$ cat src/mtg_pkg.sv
// Package for the MT19937 generator: widths, recurrence constants and the
// combinational helpers (LCG step, twist, tempering). No dependencies.
`default_nettype none

package mtg_pkg;

	localparam int STATE_WORDS  = 624;
	localparam int TWIST_OFFSET = 397;
	localparam int CNT_W        = $clog2(STATE_WORDS);

	typedef logic [31:0] word_t;

	localparam word_t MAT_A        = 32'h9908b0df;
	localparam word_t HI_BIT       = 32'h80000000;
	localparam word_t LO_BITS      = 32'h7fffffff;
	localparam word_t TEMPER_B     = 32'h9d2c5680;
	localparam word_t TEMPER_C     = 32'hefc60000;
	localparam word_t LCG_MUL      = 32'd69069;
	localparam word_t SEED_DEFAULT = 32'd4357;

	typedef struct packed {
		logic  push;
		word_t word;
		logic  done;
	} seed_ctrl_t;

	function automatic word_t lcg_next(word_t x);
		word_t p;
		p = x * LCG_MUL;
		return p + 32'd1;
	endfunction

	function automatic word_t twist_word(word_t cur, word_t nxt, word_t far);
		word_t y;
		y = (cur & HI_BIT) | (nxt & LO_BITS);
		return far ^ (y >> 1) ^ (y[0] ? MAT_A : 32'd0);
	endfunction

	function automatic word_t temper(word_t v);
		word_t y;
		y = v;
		y = y ^ (y >> 11);
		y = y ^ ((y << 7) & TEMPER_B);
		y = y ^ ((y << 15) & TEMPER_C);
		y = y ^ (y >> 18);
		return y;
	endfunction

endpackage

`default_nettype wire

$ cat src/mtg_seeder.sv
// Seeding sequencer: runs the 69069 LCG, one step a cycle, and pushes one
// state word per two LCG steps into the tail of the cell line. Depends on mtg_pkg.
`default_nettype none

module mtg_seeder import mtg_pkg::*; (
	input  wire        clk,
	input  wire        arst_n,
	input  wire        start,
	input  word_t      seed,
	output seed_ctrl_t ctrl
);

	typedef enum logic {SD_IDLE, SD_RUN} sd_state_t;

	localparam logic [CNT_W-1:0] LAST = CNT_W'(STATE_WORDS - 1);

	sd_state_t        state_q;
	logic             phase_q;
	logic [CNT_W-1:0] cnt_q;
	word_t            lcg_q;
	logic [15:0]      hi_q;

	assign ctrl.push = (state_q == SD_RUN) && phase_q;
	assign ctrl.word = {hi_q, lcg_q[31:16]};
	assign ctrl.done = ctrl.push && (cnt_q == LAST);

	always_ff @(posedge clk or negedge arst_n) begin
		if (!arst_n) begin
			state_q <= SD_IDLE;
			phase_q <= 1'b0;
			cnt_q   <= '0;
		end else begin
			case (state_q)
				SD_IDLE: begin
					if (start) begin
						state_q <= SD_RUN;
						phase_q <= 1'b0;
						cnt_q   <= '0;
						lcg_q   <= seed;
					end
				end
				SD_RUN: begin
					lcg_q   <= lcg_next(lcg_q);
					phase_q <= !phase_q;
					if (!phase_q) begin
						hi_q <= lcg_q[31:16];
					end else if (cnt_q == LAST) begin
						state_q <= SD_IDLE;
					end else begin
						cnt_q <= cnt_q + 1'b1;
					end
				end
				default: state_q <= SD_IDLE;
			endcase
		end
	end

endmodule

`default_nettype wire

$ cat config.mk
export PLATFORM = sky130hd
export DESIGN_NAME = mtg_seeder
export DESIGN_NICKNAME = d
export VERILOG_FILES = /design/src/mtg_pkg.sv /design/src/mtg_seeder.sv
export SDC_FILE = /design/constraint.sdc
export NUM_CORES = 1
export LEC_CHECK = 0
export ABC_AREA = 1
export BUFFER_PORTS_ARGS = -buffer_cell sky130_fd_sc_hd__buf_2
export CAP_MARGIN = 20
export CORE_ASPECT_RATIO = 0.5
export CORE_MARGIN = 2
export CORE_UTILIZATION = 33
export CTS_CLUSTER_DIAMETER = 50
export DETAILED_ROUTE_END_ITERATION = 7
export HOLD_SLACK_MARGIN = 0.02
export PLACE_DENSITY = 0.45
export REMOVE_ABC_BUFFERS = 1
export SLEW_MARGIN = 20
export SYNTH_ARGS = -nofsm -noshare
export SYNTH_HDL_FRONTEND = slang
export SYNTH_SLANG_ARGS = --single-unit
$ cat constraint.sdc
create_clock -name clk -period 9 [get_ports clk]
set_clock_uncertainty 0.1 [all_clocks]
set_input_delay 1.35 -clock clk [delete_from_list [all_inputs] [get_ports clk]]
set_output_delay 1.35 -clock clk [all_outputs]
set_load 0.1 [all_outputs]
-- Yosys cells after proc, flatten, opt, wreduce, memory -nomap -nowiden
Cells that the tools add are included.
- output and inout port bits: 34
- input port bits: 35
- word-level logic and storage cells: 32
- bits in latches: 0
- memory bits (writable): 0
- ROM bits: 0
- memories: 0
- flip-flop bits (word level): 60
- div/mod/pow operators: 0
- $mul: 1
- add/subtract/negate cells: 2
- $lt $le $gt $ge: 0
- multiplexer cells: 12
- equality and inequality tests: 4
- shifts and indexed selects: 0
- reductions and logical operators: 6
- bitwise operators: 2
- operator list (operator ; number):
    $pmux W32 S2 ; 1
    $add A32 B1 Y32 const B ; 1
    $mul A32 B17 Y32 const B ; 1
    $mux W32 ; 1
    $mux W10 ; 3
    $pmux W10 S2 ; 1
    $add A10 B1 Y10 const B ; 1
    $eq A10 B10 Y1 const B ; 1
    $reduce_and A3 Y1 ; 2
    $mux W1 ; 4
    $ne A2 B2 Y1 const B ; 2
    $pmux W1 S2 ; 2
    $logic_and A1 B1 Y1 ; 2
    $ne A2 B1 Y1 const B ; 1
    $not A1 Y1 ; 2
    $reduce_and A2 Y1 ; 1
    $logic_not A1 Y1 ; 1

-- Depth between registers and ports, before layout
- depth after elaboration: 4
- mapped depth: 24
- gate-level depth less buffers: 24

-- Worst setup path after synthesis
No wires, ideal clock.
- path kind: reg-to-output
- from: register state_q
- to: output port ctrl[0] (netlist bit)
- arrival: 3656 ps
- buffers on the path: 1
- cell stages (with the launch flop): 4
- slack: 3894 ps
- data required time: 7550 ps
- cells stage by stage: dfrtp_1 clkbuf_1 nand4_1 nor4_1
- RTL lines (what ; line ; text):
    start, declared ; mtg_seeder.sv:17 ; sd_state_t state_q;
    start signal, assigned ; mtg_seeder.sv:29 ; state_q <= SD_IDLE;
    start signal, assigned ; mtg_seeder.sv:36 ; state_q <= SD_RUN;
    start signal, assigned ; mtg_seeder.sv:48 ; state_q <= SD_IDLE;
    end, declared ; mtg_seeder.sv:10 ; output seed_ctrl_t ctrl

-- Final worst setup path
- from: register lcg_q[13]
- to: register lcg_q[23] (data pin)
- word-level cells in the longest chain between the ends: 3
- ends and longest elaborated chain (what ; line ; text):
    start, declared ; mtg_seeder.sv:20 ; word_t lcg_q;
    start signal, assigned ; mtg_seeder.sv:43 ; lcg_q <= lcg_next(lcg_q);
    $mul A32 B17 Y32 ; mtg_pkg.sv:29 ; p = x * LCG_MUL;
    $add A32 B1 Y32 ; mtg_pkg.sv:30 ; return p + 32'd1;
    $pmux W32 S2 ; mtg_seeder.sv:33 ; case (state_q)
No other way between the ends.
A chain may end at the register's enable or synchronous reset.

==> impl_metrics.toml <==
[grt]
grt_overflow = 0
grtUsageTotal_pct = 18.8
grt_pass1_vias = 8307
grt_first_pass_wirelength_um = 46500
grt_max_degree = 44
antenna_found_initial = 0

[routing]
wl_um = 28800
firstDrtPassIters = 5
drc = 0
drt_iter0_drc = 423
viasPerCell = 4.58
wl_per_cell_um = 17.2
num_vias = 7693
ant_nets = 0

[timing]
finalSetupTns_ns = 0
tightest_slew_ns = 0.762
report.final.slew_viol_count = 0
setup_viol = 0
grt_setup_unrepaired = "false"
hold_violations = 0
period_share_pct = 66.0
min_period_ns = 5.94
relSlewSlack_pct = 49.1
max_freq_mhz = 168

[cts]
clock_latency_ns = 0.37
clk_pin_slew_ns = 0.06
cts-root-buf = "clkbuf_16"
cts_tree = "done"
clockBufferDepth = 2
ctsHoldBuffers = 0
post_cts_resized = 0
cts_made_buffers = 9
cts.sink_count = 60
h-tree-depth = 3
post_cts_buffers = 0

[synthesis]
postSynthRegisterBits = 60
synth_edf_count = 48
synth_cells = 1194
async_reset_ff_share_pct = 20.0
yosysTopAreaCell = "fa_1"
syn_area_per_cell_um2 = 8.74
yosys_most_used_dff = "edfxtp_1"
yosysUniqueCellTypes = 43
yosysMostFrequentCell = "inv_1"
synth_common_cells = "329 x inv_1, 188 x nand2_1, 170 x ha_1"
syn_area_mm2 = 0.0104
synthTopCellsByArea = "fa_1 28%, ha_1 20%, edfxtp_1 14%"
yosysSeqAreaShare_pct = 16.7
synth_warnings = 0
netlist.area_leader.share_pct = 27.8

[placement]
dp_hpwl_um = 24900
placed_area_mm2 = 0.0112
portBuffers = 68
gp_congestion = 0.917

[floorplan]
start_util_pct = 34.0
rows = 45
dieArea_mm2 = 0.0331
die_w_um = 255
die_y_um = 130
pin_count = 69
core_area_mm2 = 0.0307

[finish]
area_delta_synth_final_pct = 10.0
antennaDiodeCount = 0
nets = 1602
drive_above_1_share_pct = 9.94
design_area_mm2 = 0.0115

[critical_path]
path_class = "reg2reg"
required_ns = 9.01
r2r_cells = 20
critPathMaxFanout = 7
crit_path_start_kind = "flop"
worst_ep_arrival_time_ns = 5.95
cp-end-kind = "flop"

[job]
max-cap-violations = 0

[min_path]
hp-class = "reg2reg"
holdPathStages = 0

[outcome]
status = "finished, final reports clean"
-- state kept, by name, indices dropped and copies added (netlist names) --
register and count:
phase_q 1, hi_q 16, cnt_q 10, state_q 1
lcg_q 32
-- layout by cell type (no fill, tap or decap), types with 3 or more instances in the layout --
| cell | synthesis | routed |
|---|---|---|
| a21o_1 | 3 | 3 |
| a21oi_1 | 29 | 29 |
| a21oi_2 | 4 | 4 |
| a31oi_1 | 4 | 4 |
| buf_2 | 2 | 68 |
| clkbuf_16 | 0 | 9 |
| dfrtp_1 | 12 | 12 |
| edfxtp_1 | 48 | 48 |
| fa_1 | 145 | 145 |
| ha_1 | 170 | 170 |
| inv_1 | 329 | 329 |
| nand2_1 | 188 | 188 |
| nand2_2 | 8 | 8 |
| nand2_4 | 3 | 3 |
| nand3_1 | 44 | 44 |
| nand4_1 | 14 | 14 |
| nor2_1 | 65 | 63 |
| nor2_2 | 6 | 6 |
| nor2_4 | 2 | 4 |
| nor3_1 | 9 | 9 |
| nor3_2 | 3 | 3 |
| o21ai_0 | 30 | 30 |
| o21ai_1 | 5 | 5 |
| o31ai_1 | 3 | 3 |
| or2_1 | 6 | 6 |
| or2_2 | 4 | 4 |
| xnor2_1 | 12 | 12 |
| xor2_1 | 7 | 7 |
-- area by class of cell --
| type | instances | area [µm²] |
|---|---|---|
| Fill cell | 3175 | 19200 |
| Multi-Input combinational cell | 780 | 7310 |
| Sequential cell | 60 | 1740 |
| Inverter | 331 | 1240 |
| Tap cell | 423 | 529 |
| Timing Repair Buffer | 70 | 355 |
| Clock buffer | 9 | 225 |
| Clock inverter | 7 | 67.6 |
-- cell families after synthesis --
logic type,Yosys count,share of synthesized area [%]
flip-flops,60,16.7
buffers and inverters,354,13.3
AND/OR/NAND/NOR,360,15.4
adder cells (fa/ha/maj),315,48.2
XOR/XNOR,19,1.60
AO/OA/AOI/OAI,86,4.70
-- worst paths after layout --
| kind | from | to | slack [ns] |
|---|---|---|---|
| max reg2reg | lcg_q[13]$_DFFE_PP_ | lcg_q[23]$_DFFE_PP_ | 3.06 |
| min | lcg_q[30]$_DFFE_PP_ | hi_q[14]$_DFFE_PP_ | 0.40 |
| max in group asynchronous | arst_n | cnt_q[2]$_DFFE_PN0P_ | 7.81 |
| min reg2reg | lcg_q[30]$_DFFE_PP_ | hi_q[14]$_DFFE_PP_ | 0.40 |
| max | lcg_q[13]$_DFFE_PP_ | lcg_q[23]$_DFFE_PP_ | 3.06 |
| min in group asynchronous | arst_n | cnt_q[7]$_DFFE_PN0P_ | 0.77 |
-- critical path: stages, from the launching register on --
cell      delay (ns)
edfxtp_1        0.61
ha_1            0.47
fa_1            0.52
inv_1           0.05
fa_1            0.52
inv_1           0.07
fa_1            0.53
fa_1            0.52
inv_1           0.05
fa_1            0.52
inv_1           0.06
ha_1            0.38
nand2_1         0.11
nor2_1          0.14
inv_1           0.07
nor2_1          0.34
nand3_1         0.12
o21ai_1         0.28
nand2_1         0.08
nand3_1         0.10
nand2_1         0.06
-- per-stage QoR --
stage	utilization (%)	instances	worst slack (ns)	hold slack, ns
2_1_floorplan	-	1171	3.43	0.399
3_3_place_gp	36.4	1664	3.13	0.383
3_5_place_dp	36.4	1664	3.16	0.384
4_1_cts	37.4	1680	3.13	0.408
5_1_grt	37.4	1680	2.83	0.429
6_report	37.4	1680	3.06	0.402
-- metal layers --
metal,track usage (%),vias up,wire length (µm)
met5,0,-,0
met4,4.15,0,452
met3,3.94,23,1350
met2,32.2,144,13300
met1,24.7,3741,13700
li1,-,3785,-
Power is not shown: default switching activity piles up to over one toggle a cycle in this logic, so the estimate is an artifact.
