**config.mk**
```make
export PLATFORM = sky130hd
export DESIGN_NAME = mtg_cell
export DESIGN_NICKNAME = d
export VERILOG_FILES = /design/src/mtg_pkg.sv /design/src/mtg_cell.sv
export SDC_FILE = /design/constraint.sdc
export NUM_CORES = 1
export LEC_CHECK = 0
export ABC_CLOCK_PERIOD_IN_PS = 1300
export BUFFER_PORTS_ARGS = -buffer_cell sky130_fd_sc_hd__buf_2
export CAP_MARGIN = 20
export CORE_MARGIN = 10
export CORE_UTILIZATION = 42
export CTS_CLUSTER_DIAMETER = 150
export DETAILED_ROUTE_END_ITERATION = 16
export PLACE_DENSITY_LB_ADDON = 0.12
export SYNTH_ARGS = -nofsm -noshare
export SYNTH_HDL_FRONTEND = slang
export SYNTH_SLANG_ARGS = --single-unit
```
**constraint.sdc**
```tcl
create_clock -name clk -period 1.3 [get_ports clk]
set_clock_uncertainty 0.05 [all_clocks]
set_input_delay 0.325 -clock clk [delete_from_list [all_inputs] [get_ports clk]]
set_output_delay 0.325 -clock clk [all_outputs]
set_load 0.03 [all_outputs]
```
**src/mtg_pkg.sv**
```systemverilog
// Package for the MT19937 generator: widths, recurrence constants and the
// combinational helpers (LCG step, twist, tempering). No dependencies.
`default_nettype none

package mtg_pkg;

	localparam int STATE_WORDS  = 624;
	localparam int TWIST_OFFSET = 397;
	localparam int CNT_W        = $clog2(STATE_WORDS);

	typedef logic [31:0] word_t;

	localparam word_t MAT_A        = 32'h9908b0df;
	localparam word_t HI_BIT       = 32'h80000000;
	localparam word_t LO_BITS      = 32'h7fffffff;
	localparam word_t TEMPER_B     = 32'h9d2c5680;
	localparam word_t TEMPER_C     = 32'hefc60000;
	localparam word_t LCG_MUL      = 32'd69069;
	localparam word_t SEED_DEFAULT = 32'd4357;

	typedef struct packed {
		logic  push;
		word_t word;
		logic  done;
	} seed_ctrl_t;

	function automatic word_t lcg_next(word_t x);
		word_t p;
		p = x * LCG_MUL;
		return p + 32'd1;
	endfunction

	function automatic word_t twist_word(word_t cur, word_t nxt, word_t far);
		word_t y;
		y = (cur & HI_BIT) | (nxt & LO_BITS);
		return far ^ (y >> 1) ^ (y[0] ? MAT_A : 32'd0);
	endfunction

	function automatic word_t temper(word_t v);
		word_t y;
		y = v;
		y = y ^ (y >> 11);
		y = y ^ ((y << 7) & TEMPER_B);
		y = y ^ ((y << 15) & TEMPER_C);
		y = y ^ (y >> 18);
		return y;
	endfunction

endpackage

`default_nettype wire

```
**src/mtg_cell.sv**
```systemverilog
// One state cell of the circular shift line: holds a 32-bit word and takes
// its d input, the next cell's word or the new tail word, on every shift. Depends on mtg_pkg.
`default_nettype none

module mtg_cell import mtg_pkg::*; (
	input  wire   clk,
	input  wire   shift,
	input  word_t d,
	output word_t q
);

	word_t word_q;

	always_ff @(posedge clk) begin
		if (shift) begin
			word_q <= d;
		end
	end

	assign q = word_q;

endmodule

`default_nettype wire

```
=== After elaboration in Yosys (flattened, before gate mapping) ===
Cells that the tools add are included.

* Register bits: 32
* Output and inout bits: 32

=== Logic depth before layout (Yosys ltp) ===
Gate-level depths: netlist of run 1.

* Depth after elaboration: 0
* Gate-level depth with buffers: 0
* Gate-level depth less buffers: 0

=== Worst setup path before layout of run 1 ===
Ideal clock, no wire load.

* Kind: register to output
* From: reg word_q[0], in the netlist q[0]
* To: out q[0]
* Data arrival time: 0.496 ns
* Data required time: 0.925 ns
* Path slack: 0.429 ns
* Stages on the path, launching flop included: 1
* Cells stage by stage: edfxtp_1

{| class="wikitable"
|+ RTL lines
! what !! line !! source
|-
| start, declared || mtg_cell.sv:12 || <nowiki>word_t word_q;</nowiki>
|-
| start signal, assigned || mtg_cell.sv:16 || <nowiki>word_q <= d;</nowiki>
|-
| end, declared || mtg_cell.sv:9 || <nowiki>output word_t q</nowiki>
|}

No word-level cell between the ends.

=== Worst setup path in the final report of run 1 ===
* From: reg word_q[24], in the netlist q[24]
* To: out q[24]

No word-level cell between the ends.

==> parameters.txt, run 1 <==
Parameter                              Value

Status
  Result of the run    completed

Yosys
  Warnings from Yosys    0
  Adder-cell share of the synthesized area    0%
  XOR/XNOR share of the synthesized area    0%
  Mean instance size in the synthesized netlist    30.0 sq um
  Mux cell area share after synthesis    0%
  Post-synth net total    66
  Number of different library cells in the post-synthesis netlist    1
  Total standard cell area after synthesis    961 sq um
  Post-synthesis simple-gate area fraction    0%
  Number of flip-flops and latches in the synthesized netlist    32
  Compound-Gate Fraction of Synth Area    0%
  Fraction of the yosys area taken by sequential cells    100%
  Cell count after synthesis    32

Critical path
  Worst EP arrival    0.87 ns
  Top cell family by delay on the critical path    flip-flops
  Startpoint Class    flop
  Worst Path Max Fanout    1
  Required time worst endpoint    0.93 ns
  Worst path buffer plus inverter count    1
  CP Cell Sequence    buf_6
  Endpoint class of the critical path    output port
  Critical path class    reg2out
  CP max-delay cell    sky130_fd_sc_hd__edfxtp_1
  Delay of the slowest critical-path stage    0.40 ns

CTS
  Sinks on the clock net    32
  CTS tree    done
  Maximum clock insertion buffer count    2
  Resize count post-CTS    0
  Number of hold-repair buffers added at the cts stage    0
  Buffer count from post-CTS setup fixing    0
  Level count of the clock H-tree    2
  Clock-pin slew on the worst setup and hold paths    0.09 ns
  CTS buffer count    5
  Clk root buf    sky130_fd_sc_hd__clkbuf_4

Power and ir drop
  PwrDens    1410 nW/um^2
  Max rail drop VDD    0.891 mV
  Post-layout power    2.11 mW
  Leakage Power    0.641 nW

Finish
  Fraction of layout cells with a size suffix above 1    68.6%
  Final Util    68.0%
  Number of flip-flops under the largest register name    32
  Post-Layout Inst Area    1490 sq um
  Final #Nets    139
  Area growth, synth to finish    55.1%
  Footprint of the multi-input gates    0 sq um
  Multi-Input Combinational    0
  Antenna cell count    0

Placed design
  Port bufs    65
  Placed instance area    1340 sq um
  Weighted congestion at the end of routability-driven global placement    0.669

STA
  Final setup violation count    0
  Final Critical Period    1.25 ns
  Rel. slew slack    88.9%
  Worst slack on hold paths    0.122 ns
  Post-route setup TNS    0 ns
  RSZ-0062 raised after global routing    true
  F_max    802 MHz
  Final hold viol count    0
  Max Slew Vio Count    0
  Slew @ Worst Pin    0.167 ns
  Period utilization    96.0%

Global route
  Pin count of the biggest net entering global routing    33
  Vias in the first global route    631
  Number of antenna violations at the first check in global routing    0
  GRT Residual Overflow    0
  Global-route wire length before repair    3.15 mm
  Overall routing resource usage    9.90%

Min path
  Type of the most critical hold path    in2reg
  Hold Path Origin    d[30]
  End point of the most critical hold path    q[30]
  Cell depth of the worst min-delay path    1

Flow run
  Max cap viols    0

Floorplanning
  Vertical die dimension    67.8 um
  Ports    66
  Standard-cell row count    17
  Overall die width    67.8 um
  Floorplan core area    2190 sq um
  Total Die Area    4600 sq um
  Starting utilization of the core area    43.9%

Route
  Drt wl/cell    16.8 um
  Aggregate routed wire length    2.24 mm
  Number of DRC violations after detailed routing    0
  DRT Pass-1 Iters    4
  Total number of vias    567
  Initial drt markers    7
  Final ANT Viol Nets    0
  Vias per Instance    4.26
## Yosys cell counts
| master | n | area share (%) |
|---|---|---|
| sky130_fd_sc_hd__edfxtp_1 | 32 | 100 |
## final cells by class
cell class,count,area (sq um)
timing repair buffer,66,448
clock inverter,1,5.00
clock buffer,6,41.3
sequential,32,961
fill,170,701
tap,28,35.0
## metal layers
layer	vias up	GRT usage [%]	share of wire (%)
met5	-	0	0
met4	0	4.52	1.5
met3	6	8.16	17
met2	42	17.3	52
met1	245	7.72	30
li1	274	-	-
## cells by family (layout without fill, tap and decap cells)
logic type	Yosys count	after routing
buf+inv	0	73
flops	32	32
## through the flow
stage / cells / setup slack (ns)
after floorplan: 32 / 0.429
after global placement: 126 / 0.316
after detailed placement: 126 / 0.311
after CTS: 133 / 0.0116
after global routing: 133 / -0.0228
final: 133 / 0.0524
## power breakdown
group	switching (mW)	internal, mW	total, mW	leakage (nW)
logic	0.224	0.140	0.364	0.300
clock network	0.295	0.199	0.494	0.0281
registers	0.0242	1.22	1.25	0.313
## cell usage in the layout (no fill, tap or decap)
cell	netlist	final
sky130_fd_sc_hd__clkinv_2	0	1
sky130_fd_sc_hd__clkbuf_4	0	5
sky130_fd_sc_hd__buf_2	0	45
sky130_fd_sc_hd__buf_6	0	14
sky130_fd_sc_hd__clkbuf_1	0	1
sky130_fd_sc_hd__buf_12	0	1
sky130_fd_sc_hd__buf_4	0	6
sky130_fd_sc_hd__edfxtp_1	32	32
## how the worst max path moves through the flow
stage / from / to / slack, ns / cells past startpoint
final: q[24] / q[24] / 0.05 / 1
after global routing: q[31] / q[31] / -0.02 / 1
after CTS: q[17] / q[17] / 0.01 / 1
after detailed placement: shift / q[11] / 0.31 / 2
after global placement: shift / q[27] / 0.32 / 2
after floorplan: q[0] / q[0] / 0.43 / 0
(Power assumes the default switching activity.)
==> run 2, diff against run 1 <==
--- a/config.mk
+++ b/config.mk
@@ -8,6 +8,7 @@
 export ABC_CLOCK_PERIOD_IN_PS = 1300
 export BUFFER_PORTS_ARGS = -buffer_cell sky130_fd_sc_hd__buf_2
 export CAP_MARGIN = 20
+export CORE_ASPECT_RATIO = 1.25
 export CORE_MARGIN = 10
 export CORE_UTILIZATION = 42
 export CTS_CLUSTER_DIAMETER = 150
==> run 2 against run 1 <==
Fmax decreased by 0.53%. Global-route usage decreased by 0.96 points. Wire length is 5.3% lower. Hold slack improved by 0.012 ns. Sequential share of layout area rose by 4.2 points. Power fell by 2.8%. Via count increased by 2.3%. Largest power group unchanged. Highest routed layer unchanged.
==> parameters.txt, run 2 (synthesis results as in run 1) <==
Parameter                              Value

Critical path
  Worst Path Max Fanout    1
  Top cell family by delay on the critical path    flip-flops
  Delay of the slowest critical-path stage    0.38 ns
  Worst EP arrival    0.88 ns
  Startpoint Class    flop
  CP Cell Sequence    buf_2
  Required time worst endpoint    0.93 ns
  Endpoint class of the critical path    output port
  Critical path class    reg2out
  CP max-delay cell    sky130_fd_sc_hd__edfxtp_1
  Worst path buffer plus inverter count    1

Global route
  Overall routing resource usage    8.94%
  Met3 Use GR    6.53%
  Pin count of the biggest net entering global routing    33
  Number of antenna violations at the first check in global routing    0
  Vias in the first global route    671
  Highest-utilization routing layer at the global route stage    met2
  GR met1 Demand/Resource    6.09%
  GRT Residual Overflow    0
  Met2 demand-to-capacity share in global routing    17.4%
  Global-route wire length before repair    3.17 mm

STA
  Final Critical Period    1.25 ns
  Final worst setup slack    0.0458 ns
  Final setup violation count    0
  Worst slack on hold paths    0.134 ns
  Final hold viol count    0
  Post-route setup TNS    0 ns
  RSZ-0062 raised after global routing    false
  F_max    797 MHz
  Max Slew Vio Count    0
  Rel. slew slack    89.2%
  Period utilization    96.5%
  Slew @ Worst Pin    0.162 ns

Floorplanning
  Overall die width    62.8 um
  Vertical die dimension    73.5 um
  Standard-cell row count    19
  Total Die Area    4610 sq um
  Floorplan core area    2190 sq um
  Ports    66
  Starting utilization of the core area    43.9%

Power and ir drop
  Max rail drop VDD    0.967 mV
  Leakage Power    0.607 nW
  Post-layout power    2.05 mW
  PwrDens    1460 nW/um^2

CTS
  Sinks on the clock net    32
  Number of hold-repair buffers added at the cts stage    0
  Resize count post-CTS    0
  Clock-pin slew on the worst setup and hold paths    0.09 ns
  CTS tree    done
  Maximum clock insertion buffer count    2
  Buffer count from post-CTS setup fixing    0
  Level count of the clock H-tree    2
  CTS buffer count    5
  Clk root buf    sky130_fd_sc_hd__clkbuf_4

Finish
  Final #Nets    139
  Footprint of the multi-input gates    0 sq um
  Fraction of layout cells with a size suffix above 1    67.0%
  Post-Layout Inst Area    1400 sq um
  Number of flip-flops under the largest register name    32
  Multi-Input Combinational    0
  Area growth, synth to finish    45.6%
  Antenna cell count    0
  Most common cell after layout, fill and taps aside    sky130_fd_sc_hd__buf_2
  Leading cell types in the layout, fill and taps excluded    sky130_fd_sc_hd__buf_2 (63), sky130_fd_sc_hd__edfxtp_1 (32), sky130_fd_sc_hd__clkbuf_4 (5), sky130_fd_sc_hd__clkbuf_1 (2), sky130_fd_sc_hd__buf_4 (2)

Route
  Initial drt markers    11
  Drt wl/cell    15.5 um
  Final ANT Viol Nets    0
  Number of DRC violations after detailed routing    0
  Vias per Instance    4.23
  Aggregate routed wire length    2.12 mm
  Total number of vias    580
  DRT Pass-1 Iters    2

Status
  Result of the run    completed

Placed design
  Port bufs    65
  DP Worst Slack    0.307 ns
  Weighted congestion at the end of routability-driven global placement    0.706
  Placed instance area    1350 sq um

Min path
  Type of the most critical hold path    in2reg

Flow run
  Max cap viols    0
[run 2: cell type report]
class,count,area (sq um)
sequential,32,961
fill,170,788
timing repair buffer,66,350
clock buffer,7,45.0
tap,31,38.8
clock inverter,1,3.75
[run 2: metrics by stage]
stage | utilization [%] | std cells
finish | 64.0 | 137
global route | 64.0 | 137
CTS | 63.7 | 137
detailed placement | 61.5 | 129
global placement | 61.5 | 129
floorplan | - | 32
[run 2: routing by layer]
metal / part of all wire, % / vias to the layer above / wire [um]
met3: 14 / 2 / 303
li1: - / 274 / -
met2: 56 / 41 / 1190
met1: 29 / 263 / 607
met4: 0.66 / 0 / 14
met5: 0 / - / 0
[run 2: power breakdown]
| group | total, mW | switching, mW | internal [mW] |
|---|---|---|---|
| Combinational | 0.318 | 0.223 | 0.0949 |
| Clock | 0.487 | 0.280 | 0.208 |
| Sequential | 1.24 | 0.0176 | 1.22 |
[run 2: path summary, 6_finish.rpt]
path,start,to,slack (ns),cells past startpoint
worst max-delay path,q[22],q[22],0.05,1
worst min-delay path,d[2],q[2],0.13,1
